### src/rtl/alb_pkg.sv
`timescale 1ns / 1ps
`default_nettype none
// ----------------------------------------------------------------------------
// alb_pkg
// Shared codes, field widths and types of the affine layer block.
// ----------------------------------------------------------------------------
package alb_pkg;

   // Field widths of the command and result beats
   localparam int OpW      = 2;
   localparam int RowW     = 6;
   localparam int ColW     = 4;
   localparam int ValW     = 16;
   localparam int SumW     = 48;

   // Register widths and port sizes
   localparam int InColsW  = 7;
   localparam int OutColsW = 5;
   localparam int CsrAddrW = 4;
   localparam int CsrDataW = 32;

   // Parameter defaults
   localparam int InMaxDef     = 64;
   localparam int OutMaxDef    = 16;
   localparam int DataWidthDef = 16;

   // Operation codes
   localparam logic [OpW-1:0] OpLoadWeight = 2'd0;
   localparam logic [OpW-1:0] OpLoadBias   = 2'd1;
   localparam logic [OpW-1:0] OpData       = 2'd2;

   // Register indexes
   localparam logic [1:0] RegInCols     = 2'd0;
   localparam logic [1:0] RegOutCols    = 2'd1;
   localparam logic [1:0] RegBiasEnable = 2'd2;

   typedef struct packed {
      logic [InColsW-1:0]  in_cols;
      logic [OutColsW-1:0] out_cols;
      logic                bias_enable;
   } cfg_type;

   // One slot of work for the shared multiply-add unit
   typedef struct packed {
      logic vld;        // slot carries work
      logic out_mode;   // 1: add bias (if enabled) and emit, 0: multiply-accumulate
      logic last;       // final column of the row
   } issue_type;

endpackage
`default_nettype wire

### src/rtl/alb_csr.sv
`timescale 1ns / 1ps
`default_nettype none
// ----------------------------------------------------------------------------
// alb_csr
// Configuration registers behind the APB-style port.
// ----------------------------------------------------------------------------
module alb_csr (
   input  wire logic                            clock,
   input  wire logic                            reset,
   input  wire logic                            psel,
   input  wire logic                            penable,
   input  wire logic                            pwrite,
   input  wire logic [alb_pkg::CsrAddrW-1:0]    paddr,
   input  wire logic [alb_pkg::CsrDataW-1:0]    pwdata,
   output logic      [alb_pkg::CsrDataW-1:0]    prdata,
   output logic                                 pready,
   output alb_pkg::cfg_type                     cfg
);

   alb_pkg::cfg_type cfg_ff;
   logic [1:0]       index;

   assign index  = paddr[3:2];
   assign pready = 1'b1;
   assign cfg    = cfg_ff;

   always_ff @(posedge clock) begin
      if (reset) begin
         cfg_ff.in_cols     <= alb_pkg::InColsW'(1);
         cfg_ff.out_cols    <= alb_pkg::OutColsW'(1);
         cfg_ff.bias_enable <= 1'b0;
      end else if (psel && penable && pwrite && pready) begin
         unique case (index)
            alb_pkg::RegInCols:     cfg_ff.in_cols     <= pwdata[alb_pkg::InColsW-1:0];
            alb_pkg::RegOutCols:    cfg_ff.out_cols    <= pwdata[alb_pkg::OutColsW-1:0];
            alb_pkg::RegBiasEnable: cfg_ff.bias_enable <= pwdata[0];
            default: ;
         endcase
      end
   end

   always_comb begin
      unique case (index)
         alb_pkg::RegInCols:     prdata = alb_pkg::CsrDataW'(cfg_ff.in_cols);
         alb_pkg::RegOutCols:    prdata = alb_pkg::CsrDataW'(cfg_ff.out_cols);
         alb_pkg::RegBiasEnable: prdata = alb_pkg::CsrDataW'(cfg_ff.bias_enable);
         default:                prdata = '0;
      endcase
   end

endmodule
`default_nettype wire

### config.mk
export PLATFORM = sky130hd
export DESIGN_NAME = alb_csr
export DESIGN_NICKNAME = d
export VERILOG_FILES = /design/src/rtl/alb_pkg.sv /design/src/rtl/alb_csr.sv
export SDC_FILE = /design/constraint.sdc
export NUM_CORES = 1
export LEC_CHECK = 0
export BUFFER_PORTS_ARGS = -buffer_cell sky130_fd_sc_hd__buf_4
export CELL_PAD_IN_SITES_DETAIL_PLACEMENT = 0
export CELL_PAD_IN_SITES_GLOBAL_PLACEMENT = 1
export CORE_MARGIN = 2
export CORE_UTILIZATION = 23
export CTS_BUF_LIST = sky130_fd_sc_hd__clkbuf_4 sky130_fd_sc_hd__clkbuf_8 sky130_fd_sc_hd__clkbuf_16
export CTS_CLUSTER_DIAMETER = 50
export DETAILED_ROUTE_END_ITERATION = 16
export PLACE_DENSITY_LB_ADDON = 0.1
export SYNTH_ARGS = -nofsm -noshare
export SYNTH_HDL_FRONTEND = slang
export SYNTH_SLANG_ARGS = --single-unit
### constraint.sdc
create_clock -name clock -period 1.4 [get_ports clock]
set_input_delay 0.21 -clock clock [delete_from_list [all_inputs] [get_ports clock]]
set_output_delay 0.21 -clock clock [all_outputs]
set_load 0.03 [all_outputs]
; ---- Word-level counts from Yosys, hierarchy flattened
; Index checks and enable logic that the tools add are counted.
[op_classes]
n_eq_ne = 2
mux = 1
reduce_logical = 6
[op_table]
columns = cell, n
row1 = 7-bit case mux with 3 select lines, 1
row2 = 2-bit AND reduction, 3
row3 = 2-bit by 1-bit equality test with 1-bit output (second input constant), 1
row4 = 2-bit equality test (second input constant), 1
row5 = 1-bit logical AND, 2
row6 = 2-bit zero test, 1
[word_totals]
register_bits = 13
inputBits = 41
wordCells = 12

; ---- Depth between registers and ports, before layout
; Gate-level depths: netlist (run 1).
[logic_depth]
depth_word = 3
ltp_mapped = 4
ltp_nobuf = 3

; ---- Worst setup path after synthesis (run 1)
; Ideal clock, no wire load.
[synth_path]
path_type = register -> output
start = register cfg_ff, in the netlist cfg[11]
end = output port prdata[5] (netlist bit)
arrival_ps = 1283
t_required_ps = 1190
setup_slack_ps = -93
stages_incl_launch_ff = 2
path_buffers = 0
path_cell_list = dfxtp_1 > nor3b_1
[synth_between]
elab_chain_len = 1
[synth_rtl]
columns = element, line_no
row1 = start: declaration, alb_csr.sv:20  ; alb_pkg::cfg_type cfg_ff;
row2 = 7-bit case mux with 3 select lines, alb_csr.sv:43  ; unique case (index)
row3 = end: declaration, alb_csr.sv:15  ; output logic [alb_pkg::CsrDataW-1:0] prdata,
; Every way passes these cells.

; ---- Worst setup path in the final report (run 1)
[layout_path]
start = register cfg_ff, in the netlist cfg[6]
end = output port prdata[0] (netlist bit)
; Same word-level chain as after synthesis.

==> impl_results.md, run 1 <==
* Status: finished clean
* Post-CTS Setup Bufs at 0
* Period minus WS final at 1.21 ns
* Die Height at between 60 and 70 um
* CP Launch Type: flip-flop
* Ports at 87
* Final Util at ~31%
* Mean Syn Cell Area at around 9.0 um2
* Register area share after synthesis at between 20% and 30%
* Core area at about 3700 um2
* Fin. Hold Viols at 0
* EDFF count, synth at 0
* Longest Clk Path Bufs at 2
* Synth area leaders: dfxtp_1, buf_4, mux2i_1, nand2b_1, nor2_1
* Wire per inst at about 10 um
* Rows at 22
* # hold bufs at CTS at 0
* R2R depth at 3
* Asr flop ratio synth at 0%
* CP startpoint: cfg[6]
* Pwr dens at about 820 nW/um2
* Logic gate share of total power at between 20% and 30%
* Pin count of the biggest net entering global routing at 22
* Reg2reg end: cfg[0]
* Hold/Removal Path Class: in -> reg
* WHS at around 0.23 ns
* Worst path arrival time at 1.00 ns
* Diode count at 0
* Cells after Synth at between 90 and 100
* FF-to-FF Start: cfg[0]
* YS warnings at 0
* Final Max Tran Viols at 0
* Reg2reg setup slack at between 0.6 and 0.7 ns
* Gpl congestion at 0.623
* Seq pwr share at about two fifths
* Initial Util at between 20% and 30%
* Die width at around 66 um
* CP Max Fanout at 3
* Setup TNS at 0 ns
* Port bufs at 33
* Setup CP Type: reg -> out
* Biggest cell delay along the critical path at ~0.35 ns
* Register area at 260 um2
* Die area at ~4400 um2
* TritonCTS Sinks at 13
* First-pass GRT wire length at 2.81 mm
* Clock Latency Late Sink at approximately 0.24 ns
* MaxCap Viol Count at 0
* Post-synth top cells: buf_4, mux2i_1, nand2b_1
* DRC viols at 0
* Top_reg_cell synth: dfxtp_1
* Synth top area share at 29.4%
* Final period util at approximately 87%
* Seq cells post-synth at 13
* Final setup violation count at 0
* CTS tree: done
* GR Overflow Total at 0
* Vias per cell at between 3 and 4
* Unrepaired setup endpoints after global routing: no
* Sw Share at between 30 and 40%
* Root Buffer: clkbuf_8
* Placed cell areas at 1100 um2
* Via count of the routed design at approximately 670
* Crit end category: output pin
* Antenna violations before repair at 0
* Fmax at 825 MHz
* Max reg flops at 13
* Count of cell types in the netlist at 18
* Int Pwr at 654 uW
* Count leader, synth: buf_4
* Final WL at 1.88 mm
* Total GRT Usage at under 10%
* Design area at roughly 1100 um2
* HP Start: pwdata[5]
* Synth Cell Area at ~880 um2
* Pre-Repair DR Iteration Count at 4
* CP max-delay cell: dfxtp_1
* CP Capture Point: prdata[0]
* Largest area contributor in the netlist: dfxtp_1
* LEAKAGE at 0.000565 uW
* Reg clk slew, reported paths at ~0.06 ns
* Layout Nets at ~180
* Worst Clk Skew at 0 ns
* Final ANT Viol Nets at 0
* Vias in the first global route at ~600
* Post-cts sizing count at 0
* Cells along the critical path: mux2i_1 -> o22ai_1 -> buf_4
* Area of the multi-input gates at around 490 um2
* Layout cells sized above 1 at between 30% and 40%
* CTS Buf Count at 3
* Switch Pwr at approximately 290 uW
* Total power at roughly 940 uW
* WP data required at around 1.2 ns
* Fillers at ~410
* Max IR drop VDD at between 200 and 250 uV
* DP HPWL at between 1 and 1.5 mm
* Clock power frac at between 30% and 40%
* H-tree depth at 1
* P&R area growth vs syn at 29.8%
* 1st-iter DRT viols at 13
-- cells by family after synthesis --
family,after synthesis,share of synthesized area (%)
buffers and inverters,33,26.9
AND/OR/NAND/NOR,30,21.4
multiplexers,17,19.2
flip-flops,13,29.4
AO/OA/AOI/OAI,3,2.26
other,2,0.849
-- metrics by stage --
step	worst slack [ns]	std cells
2_1_floorplan	0.0536	122
3_3_place_gp	0.129	177
3_5_place_dp	0.131	177
4_1_cts	0.157	181
5_1_grt	0.121	181
6_report	0.188	181
-- metal layers --
metal | GRT usage [%] | up-vias | share of wire, %
met1 | 10.5 | 300 | 45
met5 | 0 | - | 0
met4 | 6.12 | 0 | 1.2
met2 | 14.3 | 34 | 45
li1 | - | 336 | -
met3 | 2.21 | 2 | 8.6
-- placed cells by master, fill, tap and decap left out --
cell	synthesis	final
buf_4	26	38
conb_1	2	26
nand2b_1	17	17
mux2i_1	17	17
dfxtp_1	13	13
nor2_1	7	7
clkbuf_8	0	3
inv_1	2	2
nor3b_2	0	2
o22ai_1	1	1
nand3_2	1	1
or3b_1	1	1
nor3_4	1	1
nor2b_1	1	1
o21ai_0	1	1
o41ai_1	1	1
clkbuf_4	0	1
-- layout make-up --
type                            count  share of cell area [%]
Tap cell                           48                    5.23
Sequential cell                    13                    22.7
Inverter                            2                   0.654
Multi-Input combinational cell     76                    42.4
Clock buffer                        4                    4.25
Timing Repair Buffer               38                    24.8
-- worst max-delay path, delay by kind of cell, from the launching register on --
kind	cells	cell delay, ns
buffers and inverters	1	0.18
multiplexers	1	0.08
flip-flops	1	0.35
AO/OA/AOI/OAI	1	0.14
-- worst min path at each step --
stage                          to  depth (start not counted)
after CTS                  cfg[0]                          3
after global placement    cfg[11]                          2
final                     cfg[11]                          3
after detailed placement   cfg[9]                          2
after global routing      cfg[11]                          3
after floorplan            cfg[0]                          2
-- power groups by stage --
| stage | logic (uW) | registers, uW | clock network (uW) |
|---|---|---|---|
| 5_1_grt | 224 | 379 | 388 |
| 3_5_place_dp | 210 | 387 | 0 |
| 3_3_place_gp | 210 | 387 | 0 |
| 2_1_floorplan | 203 | 396 | 0 |
| 6_report | 209 | 379 | 356 |
| 4_1_cts | 211 | 379 | 376 |
Power figures use the tool's default switching activity.
==> run 2, diff against run 1 <==
- PLACE_DENSITY: not set -> 0.85
- PLACE_DENSITY_LB_ADDON: 0.1 -> not set
==> impl_results.md, run 2 (synthesis results as in run 1) <==
* Ports at 87
* Placed insts at 177
* Setup TNS at 0 ns
* Post-CTS Setup Bufs at 0
* DRC viols at 0
* Final Max Tran Viols at 0
* TritonCTS Sinks at 13
* Die Height at 66.0 um
* CTS Buf Count at 3
* Die area at between 4000 and 5000 um2
* Total GRT Usage at roughly 8.4%
* Final Util at a little under a third
* Final WL at 1.79 mm
* Final period util at a little under nine tenths
* First-pass GRT wire length at between 2 and 3 mm
* Crit end category: output pin
* # hold bufs at CTS at 0
* Int Pwr at between 600 and 700 uW
* CP Max Fanout at 3
* Pre-CTS setup slack at roughly 0.20 ns
* CP Launch Type: flip-flop
* Layout Nets at around 180
* Setup CP Type: reg -> out
* Clock power frac at 36.4%
* Biggest cell delay along the critical path at around 0.35 ns
* P&R area growth vs syn at 29.6%
* Vias per cell at 3.59
* Longest Clk Path Bufs at 2
* Antenna violations before repair at 0
* GR Overflow Total at 0
* WP data required at ~1.2 ns
* CTS tree: done
* Reg clk slew, reported paths at 0.06 ns
* Gpl congestion at between 0.6 and 0.7
* Seq pwr share at between 40% and 50%
* H-tree depth at 1
* Layout cells sized above 1 at around a third
* Final cell count without fillers at 181
* Via count of the routed design at 649
* Switch Pwr at about 290 uW
* Pin count of the biggest net entering global routing at 22
* Post-cts sizing count at 0
* Max reg flops at 13
* Vias in the first global route at between 500 and 600
* LEAKAGE at 0.000564 uW
* Hold/Removal Path Class: in -> reg
* 1st-iter DRT viols at 9
* DP HPWL at between 1 and 1.5 mm
* Unrepaired setup endpoints after global routing: no
* Worst path arrival time at 0.99 ns
* Sw Share at 31.6%
* Final ANT Viol Nets at 0
* Most common cell after layout, fill and taps aside: buf_4
* Rows at 22
* WHS at ~0.24 ns
* Worst Clk Skew at 0 ns
* Period minus WS final at approximately 1.2 ns
* Final setup violation count at 0
* CP max-delay cell: dfxtp_1
* Max IR drop VDD at roughly 530 uV
* Wire per inst at roughly 10 um
* Cells along the critical path: mux2i_1 -> o22ai_1 -> buf_4
* Core area at 3690 um2
* Pre-Repair DR Iteration Count at 4
* Fmax at between 800 and 900 MHz
* Slack of the critical path at just over 0.2 ns
* Logic gate share of total power at about 23%
* Clock Latency Late Sink at between 0.2 and 0.25 ns
* Root Buffer: clkbuf_8
* Commonest cells after routing, fill and taps aside: buf_4, conb_1, nand2b_1, mux2i_1, dfxtp_1
* Status: finished clean
* Initial Util at 24.0%
* Die width at about 66 um
* Port bufs at 33
* Pwr dens at about 800 nW/um2
* Fin. Hold Viols at 0
* MaxCap Viol Count at 0
* Diode count at 0
## run 2: final cells by class
class                           count  area [um2]
Sequential cell                    13         260
Inverter                            2        7.51
Clock buffer                        3        41.3
Fill cell                         414        2540
Clock inverter                      1        5.00
Multi-Input combinational cell     76         487
Tap cell                           48        60.1
Timing Repair Buffer               38         285
## run 2: path summary, 6_finish.rpt
check                  from         to  slack, ns  cells past startpoint
hold reg to reg     cfg[11]    cfg[11]       0.49                      2
setup / recovery     cfg[1]  prdata[0]       0.20                      3
hold / removal    pwdata[6]    cfg[12]       0.24                      3
setup reg to reg     cfg[0]     cfg[0]       0.69                      3
## run 2: per-stage QoR
stage | cell area, um2 | total power (uW)
floorplan | 985 | 598
global placement | 1100 | 595
detailed placement | 1100 | 596
CTS | 1150 | 938
global route | 1150 | 962
finish | 1150 | 922
## run 2: power by group through the flow
stage | Combinational [uW] | Clock [uW] | Sequential, uW
floorplan | 203 | 0 | 396
global placement | 208 | 0 | 387
detailed placement | 209 | 0 | 387
CTS | 209 | 351 | 379
global route | 221 | 362 | 379
finish | 208 | 335 | 379
## run 2: per-layer routing
metal / up-vias / GRT usage [%] / part of all wire (%)
met1: 278 / 9.41 / 41
met4: 0 / 2.30 / 0.45
met3: 2 / 3.24 / 8.7
li1: 334 / - / -
met5: - / 0 / 0
met2: 35 / 14.9 / 50
## run 2: critical path: cells and delay by family (launching register included)
kind / cells / cell delay [ns]
flops: 1 / 0.35
buf+inv: 1 / 0.18
compound gates: 1 / 0.13
mux: 1 / 0.08
==> run 3, diff against run 2 <==
- ABC_CLOCK_PERIOD_IN_PS: not set -> 1400
- RECOVER_POWER: not set -> 100
==> impl_results.md, run 3 (synthesis results as in run 1) <==
* Most common cell after layout, fill and taps aside: conb_1
* TritonCTS Sinks at 13
* Final setup violation count at 0
* WP data required at 1.19 ns
* Logic gate share of total power at 21.6%
* Unrepaired setup endpoints after global routing: no
* Status: finished clean
* Max reg flops at 13
* Post-CTS Setup Bufs at 0
* Switch Pwr at 289 uW
* MaxCap Viol Count at 0
* Final WL at roughly 1.8 mm
* Post-cts sizing count at 0
* Worst Clk Skew at 0 ns
* Die area at between 4000 and 5000 um2
* Diode count at 0
* Layout cells sized above 1 at 21.1%
* Final Max Tran Viols at 0
* DRC viols at 0
* Setup TNS at 0 ns
* Slack of the critical path at 0.138 ns
* Final period util at roughly 90%
* Fmax at roughly 800 MHz
* Port bufs at 33
* GR Overflow Total at 0
* P&R area growth vs syn at 19.0%
* Clock Latency Late Sink at 0.24 ns
* Biggest cell delay along the critical path at 0.25 ns
* Gpl congestion at roughly 0.68
* Die width at about 66 um
* Vias per cell at around 3.6
* Cells along the critical path: buf_4 -> clkbuf_1 -> mux2i_1 -> nor2_1 -> clkbuf_2
* Final ANT Viol Nets at 0
* Pin count of the biggest net entering global routing at 22
* DP HPWL at 1.43 mm
* Crit end category: output pin
* Layout Nets at 175
* Worst path arrival time at ~1.1 ns
* Wire per inst at about 10 um
* Antenna violations before repair at 0
* Longest Clk Path Bufs at 2
* Ports at between 80 and 90
* CP Launch Type: input port
* Commonest cells after routing, fill and taps aside: conb_1, nand2b_1, mux2i_1
* CTS Buf Count at 3
* Seq pwr share at between 40% and 50%
* H-tree depth at 1
* First-pass GRT wire length at 2.74 mm
* CTS tree: done
* Pre-Repair DR Iteration Count at 4
* # hold bufs at CTS at 0
* CP max-delay cell: clkbuf_1
* Max IR drop VDD at about 530 uV
* Vias in the first global route at 588
* 1st-iter DRT viols at 6
* Fin. Hold Viols at 0
* Root Buffer: clkbuf_8
* Setup CP Type: in -> out
* Hold/Removal Path Class: in -> reg
* Reg clk slew, reported paths at about 0.05 ns
* Clock power frac at 36.8%
* CP Max Fanout at 7
* Via count of the routed design at approximately 660
* Sw Share at about a third
* LEAKAGE at 0.000489 uW
* Initial Util at between 20% and 30%
* Period minus WS final at ~1.3 ns
* Pre-CTS setup slack at 0.199 ns
* Total GRT Usage at ~8.4%
* Die Height at approximately 66 um
* Int Pwr at ~620 uW
* Rows at 22
* Core area at about 3700 um2
* Pwr dens at between 800 and 900 nW/um2
## run 3: cell count changes in the layout (fill, tap and decap cells not counted)
cell and change:
buf_4 -24, clkbuf_1 +16, clkbuf_2 +7, clkbuf_4 +1, nand3_1 +1, nand3_2 -1, nor3_1 +1, nor3_4 -1
## run 3: cell type report
type                       instances  area [um2]
clock inverter                     1        5.00
fill                             430        2640
clock buffer                       3        41.3
timing repair buffer              38         208
sequential                        13         260
multi-input combinational         76         470
inverter                           2        7.51
tap                               48        60.1
## run 3: power groups by stage
stage / Combinational, uW / Sequential (uW) / Clock [uW]
2_1_floorplan: 203 / 396 / 0
3_3_place_gp: 208 / 387 / 0
3_5_place_dp: 209 / 387 / 0
4_1_cts: 209 / 379 / 351
5_1_grt: 210 / 379 / 362
6_report: 197 / 378 / 335
## run 3: per-layer routing
| metal | wire length [um] | up-vias | track usage [%] |
|---|---|---|---|
| li1 | - | 335 | - |
| met1 | 745 | 285 | 9.41 |
| met2 | 879 | 35 | 14.9 |
| met3 | 172 | 2 | 3.24 |
| met4 | 8 | 0 | 2.30 |
| met5 | 0 | - | 0 |
## run 3: metrics by stage
step / hold WS (ns) / instances / cell area (um2) / power [uW] / util (%)
after floorplan: 0.352 / 122 / 985 / 598 / -
after global placement: 0.473 / 177 / 1100 / 595 / 29.8
after detailed placement: 0.485 / 177 / 1100 / 596 / 29.8
after CTS: 0.235 / 181 / 1150 / 938 / 31.1
after global routing: 0.253 / 181 / 1050 / 950 / 28.5
final: 0.240 / 181 / 1050 / 911 / 28.5
## run 3: critical path, delay by kind of cell
family                 cells  cell delay, ns
buffers and inverters      3            0.56
multiplexers               1            0.22
AND/OR/NAND/NOR            1            0.05
## run 3: final timing paths
path | from | slack [ns] | end | cells after the start
max | paddr[2] | 0.14 | prdata[1] | 5
min | pwdata[6] | 0.24 | cfg[12] | 3
max reg2reg | cfg[0] | 0.68 | cfg[0] | 3
min reg2reg | cfg[11] | 0.49 | cfg[11] | 2
