$ cat src/rtl/alb_pkg.sv
`timescale 1ns / 1ps
`default_nettype none
// ----------------------------------------------------------------------------
// alb_pkg
// Shared codes, field widths and types of the affine layer block.
// ----------------------------------------------------------------------------
package alb_pkg;

   // Field widths of the command and result beats
   localparam int OpW      = 2;
   localparam int RowW     = 6;
   localparam int ColW     = 4;
   localparam int ValW     = 16;
   localparam int SumW     = 48;

   // Register widths and port sizes
   localparam int InColsW  = 7;
   localparam int OutColsW = 5;
   localparam int CsrAddrW = 4;
   localparam int CsrDataW = 32;

   // Parameter defaults
   localparam int InMaxDef     = 64;
   localparam int OutMaxDef    = 16;
   localparam int DataWidthDef = 16;

   // Operation codes
   localparam logic [OpW-1:0] OpLoadWeight = 2'd0;
   localparam logic [OpW-1:0] OpLoadBias   = 2'd1;
   localparam logic [OpW-1:0] OpData       = 2'd2;

   // Register indexes
   localparam logic [1:0] RegInCols     = 2'd0;
   localparam logic [1:0] RegOutCols    = 2'd1;
   localparam logic [1:0] RegBiasEnable = 2'd2;

   typedef struct packed {
      logic [InColsW-1:0]  in_cols;
      logic [OutColsW-1:0] out_cols;
      logic                bias_enable;
   } cfg_type;

   // One slot of work for the shared multiply-add unit
   typedef struct packed {
      logic vld;        // slot carries work
      logic out_mode;   // 1: add bias (if enabled) and emit, 0: multiply-accumulate
      logic last;       // final column of the row
   } issue_type;

endpackage
`default_nettype wire

$ cat src/rtl/alb_ctrl.sv
`timescale 1ns / 1ps
`default_nettype none
// ----------------------------------------------------------------------------
// alb_ctrl
// Sequencer: walks the output columns once per data element through the
// shared multiply-add unit, then once more to emit the sums at row end.
// ----------------------------------------------------------------------------
module alb_ctrl #(
   parameter int IN_MAX  = alb_pkg::InMaxDef,
   parameter int OUT_MAX = alb_pkg::OutMaxDef,
   localparam int CW = (OUT_MAX > 1) ? $clog2(OUT_MAX) : 1,
   localparam int AW = (IN_MAX * OUT_MAX > 1) ? $clog2(IN_MAX * OUT_MAX) : 1
) (
   input  wire logic                        clock,
   input  wire logic                        reset,
   input  wire logic                        accept,
   input  wire logic [alb_pkg::OpW-1:0]     req_operation,
   input  alb_pkg::cfg_type                 cfg,
   output logic                             busy,
   output alb_pkg::issue_type               issue,
   output logic      [CW-1:0]               issue_col,
   output logic      [AW-1:0]               issue_waddr
);

   localparam int PW  = (IN_MAX > 1) ? $clog2(IN_MAX) : 1;
   localparam int IcW = $clog2(IN_MAX + 1);
   localparam int OcW = $clog2(OUT_MAX + 1);

   typedef enum logic [2:0] {
      StIdle, StMacIssue, StMacDrain, StOutIssue, StOutDrain
   } state_type;

   state_type     state_ff;
   logic [CW-1:0] col_ff;
   logic [PW-1:0] pos_ff;
   logic [AW-1:0] base_ff;
   logic          drain_ff;
   logic          row_end_ff;

   logic [31:0]    ic_raw, oc_raw, ic_sel, oc_sel, waddr_full, base_next;
   logic [IcW-1:0] ic_eff;
   logic [OcW-1:0] oc_eff;
   logic           col_last, row_end;
   logic           data_accept;

   // Clamp the shape registers into the stored range
   always_comb begin
      ic_raw = 32'(cfg.in_cols);
      oc_raw = 32'(cfg.out_cols);
      if (ic_raw == 32'd0)             ic_sel = 32'd1;
      else if (ic_raw > 32'(IN_MAX))   ic_sel = 32'(IN_MAX);
      else                             ic_sel = ic_raw;
      if (oc_raw == 32'd0)             oc_sel = 32'd1;
      else if (oc_raw > 32'(OUT_MAX))  oc_sel = 32'(OUT_MAX);
      else                             oc_sel = oc_raw;
      ic_eff = ic_sel[IcW-1:0];
      oc_eff = oc_sel[OcW-1:0];
   end

   assign col_last    = (32'(col_ff) + 32'd1) == 32'(oc_eff);
   assign row_end     = (32'(pos_ff) + 32'd1) >= 32'(ic_eff);
   assign data_accept = accept && (req_operation == alb_pkg::OpData);
   assign waddr_full  = 32'(base_ff) + 32'(col_ff);
   assign base_next   = 32'(base_ff) + 32'(OUT_MAX);

   assign busy           = (state_ff != StIdle);
   assign issue.vld      = (state_ff == StMacIssue) || (state_ff == StOutIssue);
   assign issue.out_mode = (state_ff == StOutIssue);
   assign issue.last     = col_last;
   assign issue_col      = col_ff;
   assign issue_waddr    = waddr_full[AW-1:0];

   always_ff @(posedge clock) begin
      if (reset) begin
         state_ff   <= StIdle;
         col_ff     <= '0;
         pos_ff     <= '0;
         base_ff    <= '0;
         drain_ff   <= 1'b0;
         row_end_ff <= 1'b0;
      end else begin
         unique case (state_ff)
            StIdle: begin
               if (data_accept) begin
                  state_ff   <= StMacIssue;
                  col_ff     <= '0;
                  row_end_ff <= row_end;
               end
            end
            StMacIssue: begin
               if (col_last) begin
                  col_ff   <= '0;
                  drain_ff <= 1'b0;
                  state_ff <= StMacDrain;
                  if (row_end_ff) begin
                     pos_ff  <= '0;
                     base_ff <= '0;
                  end else begin
                     pos_ff  <= pos_ff + PW'(1);
                     base_ff <= base_next[AW-1:0];
                  end
               end else begin
                  col_ff <= col_ff + CW'(1);
               end
            end
            StMacDrain: begin
               // hold until the last accumulator write has landed
               if (drain_ff) begin
                  state_ff <= row_end_ff ? StOutIssue : StIdle;
               end
               drain_ff <= 1'b1;
            end
            StOutIssue: begin
               if (col_last) begin
                  col_ff   <= '0;
                  drain_ff <= 1'b0;
                  state_ff <= StOutDrain;
               end else begin
                  col_ff <= col_ff + CW'(1);
               end
            end
            StOutDrain: begin
               if (drain_ff) begin
                  state_ff <= StIdle;
               end
               drain_ff <= 1'b1;
            end
            default: state_ff <= StIdle;
         endcase
      end
   end

`ifndef SYNTHESIS
   a_data_starts_walk: assert property (@(posedge clock) disable iff (reset)
      data_accept |=> (state_ff == StMacIssue) && (col_ff == '0))
      else $error("data beat did not start a column walk at column zero");

   a_out_only_at_row_end: assert property (@(posedge clock) disable iff (reset)
      (state_ff == StOutIssue) |-> row_end_ff)
      else $error("emitting sums for a row that has not ended");

   a_drain_two_cycles: assert property (@(posedge clock) disable iff (reset)
      (state_ff == StMacDrain) && !drain_ff |=> (state_ff == StMacDrain))
      else $error("multiply-accumulate drain cut short");

   a_col_in_range: assert property (@(posedge clock) disable iff (reset)
      issue.vld |-> (32'(col_ff) < 32'(oc_eff)))
      else $error("column counter beyond active width");
`endif

endmodule
`default_nettype wire

$ cat config.mk
export PLATFORM = sky130hd
export DESIGN_NAME = alb_ctrl
export DESIGN_NICKNAME = d
export VERILOG_FILES = /design/src/rtl/alb_pkg.sv /design/src/rtl/alb_ctrl.sv
export SDC_FILE = /design/constraint.sdc
export NUM_CORES = 1
export LEC_CHECK = 0
export BUFFER_PORTS_ARGS = -buffer_cell sky130_fd_sc_hd__buf_2
export CORE_ASPECT_RATIO = 1.2
export CORE_MARGIN = 2
export CORE_UTILIZATION = 42
export CTS_CLUSTER_DIAMETER = 120
export DETAILED_ROUTE_END_ITERATION = 7
export GPL_TIMING_DRIVEN = 1
export PLACE_DENSITY_LB_ADDON = 0.08
export SLEW_MARGIN = 20
export SYNTH_ARGS = -nofsm -noshare
export SYNTH_HDL_FRONTEND = slang
export SYNTH_SLANG_ARGS = --single-unit
$ cat constraint.sdc
create_clock -name clock -period 5.81 [get_ports clock]
set_input_delay 1.162 -clock clock [delete_from_list [all_inputs] [get_ports clock]]
set_output_delay 1.162 -clock clock [all_outputs]
set_load 0.05 [all_outputs]
# Yosys cells after proc, flatten, opt, wreduce, memory -nomap -nowiden
# Index checks and enable logic that the tools add are counted.
# word_totals
output_inout_bits,18
in_bits,18
word_cells,60
ff_bits,25
# op_classes
add_sub_neg,6
reduce_logical,15
n_lt_le_gt_ge,3
mux,18
n_eq_ne,12
# op_table
operator,n
3-bit 2-to-1 mux,5
3-bit one-hot mux with 5 select lines,1
7-bit 2-to-1 mux,2
10-bit by 4-bit adder with 10-bit output,1
10-bit by 5-bit adder with 10-bit output (second input constant),1
10-bit 2-to-1 mux,1
5-bit 2-to-1 mux,2
4-bit 2-to-1 mux,2
2-bit != test (second input constant),4
4-bit one-hot mux with 2 select lines,1
2-bit AND reduction,4
6-bit by 1-bit adder with 7-bit output (second input constant),1
7-bit greater-or-equal comparator,1
7-bit greater-than comparator (second input constant),1
7-bit logical NOT,1
6-bit by 1-bit adder with 6-bit output (second input constant),1
3-bit by 2-bit == test with 1-bit output (second input constant),2
6-bit 2-to-1 mux,1
4-bit by 1-bit adder with 5-bit output (second input constant),1
5-bit == test,1
5-bit greater-than comparator (second input constant),1
5-bit logical NOT,1
5-bit AND reduction,1
4-bit by 1-bit adder with 4-bit output (second input constant),1
other kinds (13),16

# Longest topological paths before layout
# Gate-level depths: netlist (run 1).
# logic_depth
word_depth,6
mapped_depth,10
mapped_depth_nobuf,10

# Worst setup path before layout (run 1)
# OpenSTA, ideal clock, no wires.
# synth_path
path_kind,input port to output port
start,input cfg[2] (netlist bit)
end,output issue[0] (netlist bit)
required_ns,4.648
setup_slack_ns,2.240
cell_stages,6
arrival_ns,2.408
path_buffers,1
cell_sequence,o21ba_2 > or3_1 > a31oi_4 > nand3_1 > inv_2 > buf_4
# synth_via
elab_chain_cells,4
word_cells_on_any_way,5
cone_classes,order compare: 1; eq/ne: 1; mux: 2; reduce/logical: 1
# synth_rtl
element,line,text
start: declaration,alb_ctrl.sv:18,"input alb_pkg::cfg_type cfg,"
5-bit greater-than comparator,alb_ctrl.sv:54,else if (oc_raw > 32'(OUT_MAX)) oc_sel = 32'(OUT_MAX);
5-bit 2-to-1 mux,alb_ctrl.sv:54,
5-bit 2-to-1 mux (*),alb_ctrl.sv:53,if (oc_raw == 32'd0) oc_sel = 32'd1;
5-bit == test (*),alb_ctrl.sv:60,assign col_last = (32'(col_ff) + 32'd1) == 32'(oc_eff);
end: declaration,alb_ctrl.sv:20,"output alb_pkg::issue_type issue,"
# Every way passes the cells marked *; elsewhere a longest branch is shown, timed or not.

==> impl_metrics.py, run 1 <==
metrics = {
    "pwr": {
        "p_leak_nw": 0.733,
        "power.switching_uw": 80.0,
        "seqPwrFrac_pct": 51.2,
        "fin_total_pwr_uw": 291,
        "p_per_area_nw_per_um2": 175,
        "peakVddDrop_uv": 107,
        "comb_power_share_pct": 15.8,
        "power.internal_uw": 211,
        "p_clk_share_pct": 33.0,
        "p_sw_share_pct": 27.5,
    },
    "worst_setup_path": {
        "crit_chain": "buf_2 > o21ba_2 > or3_1 > a31oi_4 > nand3_1 > inv_2 > buf_2",
        "crit_family": "simple AND/OR/NAND/NOR gates",
        "cpMaxStageDelayCell": "or3_1",
        "worstSetupPathType": "in2out",
        "critical_path.max_fanout": 7,
        "slowest_delay_ns": 0.40,
        "crit_arrival_ns": 2.78,
        "critPathLaunchType": "input port",
        "critical_path.endpoint_type": "output port",
        "required_ns": 4.65,
        "critPathMostFrequentCell": "buf_2",
        "cp_num_buf_inv": 3,
    },
    "floorplan": {
        "core_region_area_um2": 3340,
        "ios": 36,
        "die_x_um": 58.1,
        "row_count": 23,
        "die_area_um2": 4000,
        "die_y_um": 68.9,
        "start_util_pct": 44.2,
    },
    "place": {
        "post_dp_cell_area_um2": 1610,
        "placed_cells": 243,
        "io_buffers": 34,
        "place_congestion": 0.795,
        "dp_hpwl_um": 2540,
    },
    "global_routing": {
        "antenna_found_initial": 0,
        "grt_pass1_vias": 1348,
        "grtUsageTotal_pct": 18.3,
        "grt_max_degree": 23,
        "gr-total-overflow": 0,
        "grt_pass1_wl_um": 5820,
    },
    "outcome": {
        "outcome": "finished, final reports clean",
    },
    "sta": {
        "min_period_over_period_pct": 67.8,
        "hold_violations": 0,
        "tightest_slew_ns": 0.483,
        "drv_slew": 0,
        "relSlewSlack_pct": 67.7,
        "fin_tns_setup_ns": 0,
        "clock_skew_ns": 0.00772,
        "setup_violations": 0,
        "grt_setup_unrepaired": "no",
        "fin_crit_ns": 3.94,
        "max_freq_ghz": 0.254,
    },
    "synthesis": {
        "synthFlopType": "dfxtp_1",
        "synth_top_area_share_pct": 28.5,
        "synth_edf_count": 0,
        "yosysUniqueCellTypes": 47,
        "yosysWarnings": 0,
        "yosys.area.top_type": "dfxtp_1",
        "syn_area_um2": 1470,
        "syn_avg_cell_area_um2": 7.80,
        "synthArstFlopShare_pct": 0,
        "synth-seq-area-share_pct": 28.5,
        "post-synth-top-count-cell": "dfxtp_1",
        "synth.area.top_cells": "dfxtp_1 (29%), ha_1 (8.5%), a21oi_1 (5.8%), nand3_1 (4.4%), nand2_1 (4.3%)",
        "postSynthCellCount": 189,
        "synth-seq-cells": 21,
        "synth_fp_nets": 217,
        "synthTopCellsByCount": "dfxtp_1 (21), a21oi_1 (17), nand2_1 (17)",
    },
    "clocking": {
        "cts_buffers": 3,
        "clk_pin_slew_ns": 0.07,
        "cts_sinks": 21,
        "cts_setup_buffers": 0,
        "ctsHoldBuffers": 0,
        "ctsHtreeMaxLevel": 1,
        "ctsResizeCount": 0,
        "cts_buffer_depth": 2,
        "tritoncts": "yes",
        "clock_latency_ns": 0.26,
        "cts_root_buf": "clkbuf_8",
    },
    "cells_and_area": {
        "stdcell_count": 247,
        "area_growth_pct": 12.6,
        "nets": 239,
        "final_util_pct": 49.7,
        "drive_above_1_share_pct": 20.5,
        "diodes": 0,
        "design_area_um2": 1660,
    },
    "route": {
        "routed_wl_um": 3280,
        "drt_iter0_drc": 55,
        "vias": 1410,
        "drt-vias-per-instance": 5.71,
        "drtPass1Iterations": 4,
        "drc": 0,
        "wl_per_cell_um": 13.3,
        "drtAntennaViolNets": 0,
    },
    "min_path": {
        "hp-class": "reg2reg",
    },
    "run": {
        "max_cap_viol_count": 0,
    },
}
[power groups by stage]
stage          sequential (mW)  combinational [mW]  clock [mW]
6_report                 0.149              0.0460      0.0960
5_1_grt                  0.149              0.0518       0.105
4_1_cts                  0.149              0.0465      0.0982
3_5_place_dp             0.152              0.0463           0
3_3_place_gp             0.152              0.0443           0
2_1_floorplan            0.152              0.0323           0
[placed cells by master (no fill, tap or decap), types with 2 or more instances in the layout]
cell      Yosys  final
nor2_1       13     13
clkbuf_8      0      3
dfxtp_1      21     21
buf_2         1     34
a21o_1        2      2
or4_1         3      3
nand3_1      13     13
nand2_1      17     17
and3_1        2      2
or3_1         6      6
a21oi_1      17     17
o21a_1        3      3
xnor2_1       7      7
nand2b_1      3      3
nor4b_1       2      2
o21ai_0       8      8
a211oi_1      2      2
a31oi_1       4      4
xor2_1        4      4
inv_1         5      5
ha_1         10     10
nor3_1        6      6
[cell type report]
type                       instances  area [um^2]
multi-input combinational        145          955
clock buffer                       4         45.0
tap                               37         46.3
timing repair buffer              34          170
sequential                        21          420
fill                             362         1680
inverter                           6         22.5
[worst paths after layout]
path / from / endpoint / slack [ns] / cells after the start
min: pos_ff[1]$_SDFFE_PP0P_ / pos_ff[1]$_SDFFE_PP0P_ / 0.50 / 2
min reg2reg: pos_ff[1]$_SDFFE_PP0P_ / pos_ff[1]$_SDFFE_PP0P_ / 0.50 / 2
max reg2reg: issue_col[0]$_SDFFE_PP0P_ / pos_ff[2]$_SDFFE_PP0P_ / 3.10 / 7
max: cfg[2] / issue[0] / 1.87 / 7
[metrics by stage]
stage	hold WS [ns]	worst slack (ns)
2_1_floorplan	0.461	2.24
3_3_place_gp	0.478	1.91
4_1_cts	0.497	1.85
5_1_grt	0.529	1.72
3_5_place_dp	0.486	1.86
6_report	0.498	1.87
[kinds of logic after synthesis]
logic type      after synthesis  share of synthesized area (%)
mux                           2                           1.44
simple gates                 77                           28.2
flops                        21                           28.5
compound gates               45                           20.1
xor+xnor                     11                           6.54
fa+ha+maj                    10                           8.49
buf+inv                      23                           6.71
[state kept, by name, indices dropped and copies added, names as in the netlist]
register / flops
drain_ff: 1
issue_col: 4
row_end_ff: 1
base_ff: 6
pos_ff: 6
state_ff: 3
[worst register-to-register path, stage by stage, from the launching register on]
cell and delay (ns):
dfxtp_1 0.46, ha_1 0.27, xor2_1 0.13, or4_4 0.52, a31oi_4 0.20, nand4_2 0.31
or4b_1 0.60, a21oi_1 0.16
[metal layers]
metal / share of wire, % / track usage (%)
met3: 3.6 / 2.24
met2: 50 / 34.1
met4: 1.2 / 7.56
met1: 45 / 21.2
met5: 0 / 0
Power figures use the tool's default switching activity.
==> inputs of run 2 (changes only) <==
==> constraint.sdc (replaced) <==
create_clock -name clock -period 4 [get_ports clock]
set_input_delay 0.8 -clock clock [delete_from_list [all_inputs] [get_ports clock]]
set_output_delay 0.8 -clock clock [all_outputs]
set_load 0.05 [all_outputs]
==> run 2 against run 1 <==
  * Largest power group unchanged
  * Worst hold slack worse by 0.0056 ns
  * Critical path depth unchanged
  * Register-to-register slack worse by 1.8 ns
  * Die area unchanged
  * Utilization unchanged
==> impl_metrics.py, run 2 (same netlist as run 1, synthesis figures left out) <==
metrics = {
    "route": {
        "wl_per_cell_um": 13.4,
        "drt_iter0_drc": 62,
        "drtAntennaViolNets": 0,
        "drc": 0,
        "drtPass1Iterations": 4,
        "routed_wl_um": 3320,
        "vias": 1403,
        "drt-vias-per-instance": 5.68,
    },
    "clocking": {
        "ctsHtreeMaxLevel": 1,
        "cts_setup_buffers": 0,
        "cts_buffer_depth": 2,
        "cts_sinks": 21,
        "ctsResizeCount": 0,
        "ctsHoldBuffers": 0,
        "clk_pin_slew_ns": 0.08,
        "tritoncts": "yes",
        "clock_latency_ns": 0.26,
        "cts_root_buf": "clkbuf_8",
        "cts_buffers": 3,
    },
    "cells_and_area": {
        "area_growth_pct": 12.6,
        "final_util_pct": 49.7,
        "mostFrequentLayoutCell": "buf_2",
        "nets": 239,
        "drive_above_1_share_pct": 20.5,
        "final_cell_mix": "buf_2 (34), dfxtp_1 (21), a21oi_1 (17), nand2_1 (17)",
        "diodes": 0,
        "fillCellCount": 351,
    },
    "floorplan": {
        "ios": 36,
        "die_area_um2": 4000,
        "core_region_area_um2": 3340,
        "die_y_um": 68.9,
        "start_util_pct": 44.2,
        "die_x_um": 58.1,
        "row_count": 23,
    },
    "worst_setup_path": {
        "critical_path.max_fanout": 7,
        "r2r-end": "pos_ff[2]$_SDFFE_PP0P_",
        "endpoint": "issue[0]",
        "setup.worst_path.start": "issue_col[0]$_SDFFE_PP0P_",
        "reg2reg_depth": 7,
        "r2r-start": "issue_col[0]$_SDFFE_PP0P_",
        "critPathLaunchType": "register",
        "crit_arrival_ns": 2.56,
        "worstSetupPathType": "reg2out",
        "critical_path.endpoint_type": "output port",
        "required_ns": 3.20,
        "reg2reg_slack_ns": 1.28,
    },
    "global_routing": {
        "grt_max_degree": 23,
        "antenna_found_initial": 0,
        "gr-total-overflow": 0,
        "grt_pass1_vias": 1378,
        "grtUsageTotal_pct": 18.8,
        "grt_pass1_wl_um": 5890,
    },
    "sta": {
        "hold_ws_ns": 0.492,
        "clock_skew_ns": 0.00352,
        "fin_crit_ns": 3.36,
        "tightest_slew_ns": 0.505,
        "setup_violations": 0,
        "drv_slew": 0,
        "relSlewSlack_pct": 66.3,
        "hold_violations": 0,
        "max_freq_ghz": 0.297,
        "grt_setup_unrepaired": "no",
        "fin_tns_setup_ns": 0,
        "min_period_over_period_pct": 84.1,
    },
    "place": {
        "dp_hpwl_um": 2550,
        "place_congestion": 0.796,
        "io_buffers": 34,
    },
    "pwr": {
        "peakVddDrop_uv": 140,
        "p_leak_nw": 0.733,
        "p_per_area_nw_per_um2": 255,
    },
    "min_path": {
        "hp-class": "reg2reg",
    },
    "run": {
        "max_cap_viol_count": 0,
    },
    "outcome": {
        "outcome": "finished, final reports clean",
    },
}
## run 2: power by group
group | internal [mW] | switching, mW | leakage, nW | total, mW
registers | 0.211 | 0.00519 | 0.169 | 0.216
clock network | 0.0708 | 0.0686 | 0.0228 | 0.139
logic | 0.0244 | 0.0425 | 0.541 | 0.0669
## run 2: worst min-delay path by stage
stage / start / endpoint / slack, ns / cells past startpoint
6_report: pos_ff[1]$_SDFFE_PP0P_ / pos_ff[1]$_SDFFE_PP0P_ / 0.49 / 2
5_1_grt: pos_ff[1]$_SDFFE_PP0P_ / pos_ff[1]$_SDFFE_PP0P_ / 0.53 / 2
4_1_cts: pos_ff[1]$_SDFFE_PP0P_ / pos_ff[1]$_SDFFE_PP0P_ / 0.50 / 2
3_5_place_dp: pos_ff[1]$_SDFFE_PP0P_ / pos_ff[1]$_SDFFE_PP0P_ / 0.49 / 2
3_3_place_gp: base_ff[5]$_SDFFE_PP0P_ / base_ff[5]$_SDFFE_PP0P_ / 0.48 / 2
2_1_floorplan: base_ff[5]$_SDFFE_PP0P_ / base_ff[5]$_SDFFE_PP0P_ / 0.46 / 2
## run 2: layout make-up
type / count / area, um^2 / area share, %
clock buffer: 4 / 45.0 / 2.71
inverter: 6 / 22.5 / 1.36
multi-input combinational: 145 / 955 / 57.5
sequential: 21 / 420 / 25.3
tap: 37 / 46.3 / 2.79
timing repair buffer: 34 / 170 / 10.3
## run 2: critical path, stage by stage (launching register included)
cell,delay (ns)
dfxtp_1,0.47
ha_1,0.28
xor2_1,0.13
or4_4,0.52
a31oi_4,0.19
nand3_1,0.23
inv_2,0.20
buf_2,0.29
## run 2: per-stage QoR
step	instances	setup slack, ns	instance area, um^2	power (mW)
2_1_floorplan	189	0.876	1470	0.268
3_3_place_gp	243	0.826	1610	0.285
3_5_place_dp	243	0.799	1610	0.288
4_1_cts	247	0.647	1660	0.427
5_1_grt	247	0.474	1660	0.446
6_report	247	0.636	1660	0.423
## run 2: layer usage
layer / routed length (um) / global-route usage (%) / part of all wire [%]
met1: 1510 / 21.4 / 45
met2: 1670 / 35.1 / 50
met3: 118 / 3.17 / 3.6
met4: 26 / 6.98 / 0.78
met5: 0 / 0 / 0
==> inputs of run 3 (changes only) <==
==> constraint.sdc (replaced) <==
create_clock -name clock -period 3.4 [get_ports clock]
set_input_delay 0.68 -clock clock [delete_from_list [all_inputs] [get_ports clock]]
set_output_delay 0.68 -clock clock [all_outputs]
set_load 0.05 [all_outputs]
==> run 3 against run 2 <==
  * Routed wire length rose by 0.42%
  * Worst setup slack got worse by 0.27 ns
  * Combinational power rose by 19%
  * Clock skew fell by 0.00064 ns
  * Global-route usage fell by 0.20 points
  * Final cell count rose by 0.40%
  * Highest routed layer unchanged
  * Largest power group unchanged
  * Critical path depth did not move
  * Register-to-register slack got worse by 0.55 ns
  * Flip-flop and latch count did not move
  * Total power rose by 17%
==> impl_metrics.py, run 3 (same netlist as run 1, synthesis figures left out) <==
metrics = {
    "clocking": {
        "ctsResizeCount": 0,
        "cts_sinks": 21,
        "cts_setup_buffers": 0,
        "tritoncts": "yes",
        "ctsHoldBuffers": 0,
        "clk_pin_slew_ns": 0.08,
        "cts_buffer_depth": 2,
        "clock_latency_ns": 0.25,
        "cts_buffers": 3,
        "ctsHtreeMaxLevel": 1,
        "cts_root_buf": "clkbuf_8",
    },
    "floorplan": {
        "start_util_pct": 44.2,
        "die_y_um": 68.9,
        "die_area_um2": 4000,
        "core_region_area_um2": 3340,
        "row_count": 23,
        "ios": 36,
        "die_x_um": 58.1,
    },
    "place": {
        "placed_cells": 244,
        "dp_hpwl_um": 2620,
        "place_congestion": 0.781,
        "io_buffers": 34,
    },
    "route": {
        "highest_layer": "met4",
        "routed-wl-met3_um": 102,
        "wl_met1_um": 1450,
        "drt-vias-per-instance": 5.71,
        "drtPass1Iterations": 6,
        "routed_wl_um": 3340,
        "drt_iter0_drc": 65,
        "drc": 0,
        "wl_met2_um": 1730,
        "drtAntennaViolNets": 0,
        "vias": 1417,
        "wl_per_cell_um": 13.5,
    },
    "pwr": {
        "p_per_area_nw_per_um2": 297,
        "peakVddDrop_uv": 156,
        "p_leak_nw": 0.740,
    },
    "sta": {
        "fin_crit_ns": 3.04,
        "hold_ws_ns": 0.494,
        "max_freq_ghz": 0.329,
        "clock_skew_ns": 0.00288,
        "setup_violations": 0,
        "grt_setup_unrepaired": "no",
        "tightest_slew_ns": 0.546,
        "min_period_over_period_pct": 89.4,
        "drv_slew": 0,
        "relSlewSlack_pct": 63.5,
        "fin_tns_setup_ns": 0,
        "hold_violations": 0,
    },
    "cells_and_area": {
        "stdcell_count": 248,
        "diodes": 0,
        "drive_above_1_share_pct": 21.3,
        "final_cell_mix": "buf_2 (34), dfxtp_1 (21), a21oi_1 (17), nand2_1 (17)",
        "area_growth_pct": 13.2,
        "mostFrequentLayoutCell": "buf_2",
        "nets": 240,
    },
    "worst_setup_path": {
        "critical_path.max_fanout": 7,
        "critical_path.endpoint_type": "output port",
        "critPathLaunchType": "register",
        "r2r-start": "issue_col[0]$_SDFFE_PP0P_",
        "reg2reg_depth": 7,
        "required_ns": 2.72,
        "setup.worst_path.start": "issue_col[0]$_SDFFE_PP0P_",
        "r2r-end": "pos_ff[2]$_SDFFE_PP0P_",
        "reg2reg_slack_ns": 0.73,
        "worstSetupPathType": "reg2out",
        "crit_arrival_ns": 2.36,
    },
    "global_routing": {
        "grt_max_degree": 23,
        "antenna_found_initial": 0,
        "grt_pass1_vias": 1345,
        "grtUsageTotal_pct": 18.6,
        "grt_pass1_wl_um": 5850,
        "gr-total-overflow": 0,
    },
    "min_path": {
        "hp-start": "pos_ff[1]$_SDFFE_PP0P_",
        "hp-class": "reg2reg",
        "min_to": "pos_ff[1]$_SDFFE_PP0P_",
        "hold_depth": 2,
    },
    "run": {
        "max_cap_viol_count": 0,
    },
    "outcome": {
        "outcome": "finished, final reports clean",
    },
}
## run 3: critical path: stages (launching register included)
cell	delay (ns)
dfxtp_1	0.46
ha_1	0.27
xor2_1	0.12
or4_4	0.52
a31oi_4	0.20
nand3_1	0.13
inv_2	0.14
buf_2	0.28
## run 3: how the worst max path moves through the flow
stage                    end  slack [ns]  cells past startpoint
finish              issue[0]        0.36                      7
global placement    issue[0]        0.62                      7
CTS                 issue[0]        0.33                      7
floorplan           issue[0]        0.40                      7
global route        issue[0]        0.19                      7
detailed placement  issue[0]        0.57                      7
## run 3: layout make-up
cell class | instances | area, um^2
Fill cell | 345 | 1670
Multi-Input combinational cell | 145 | 955
Sequential cell | 21 | 420
Timing Repair Buffer | 35 | 178
Tap cell | 37 | 46.3
Clock buffer | 3 | 41.3
Inverter | 6 | 22.5
Clock inverter | 1 | 5.00
## run 3: stage by stage
step	power (mW)	worst slack, ns	cell area, um^2	util [%]
final	0.495	0.361	1670	50.0
after floorplan	0.316	0.396	1470	-
after global placement	0.337	0.618	1620	48.6
after global routing	0.522	0.189	1670	50.0
after detailed placement	0.340	0.570	1620	48.6
after CTS	0.501	0.333	1670	50.0
## run 3: metal layers
layer  vias up  global-route usage (%)
li1        718                       -
met1       669                    20.2
met5         -                       0
met2        26                    36.5
met3         4                    2.24
met4         0                    6.98
## run 3: power by group
| group | switching (mW) | internal (mW) |
|---|---|---|
| Sequential | 0.00625 | 0.248 |
| Combinational | 0.0502 | 0.0294 |
| Clock | 0.0791 | 0.0815 |
| Total | 0.136 | 0.359 |
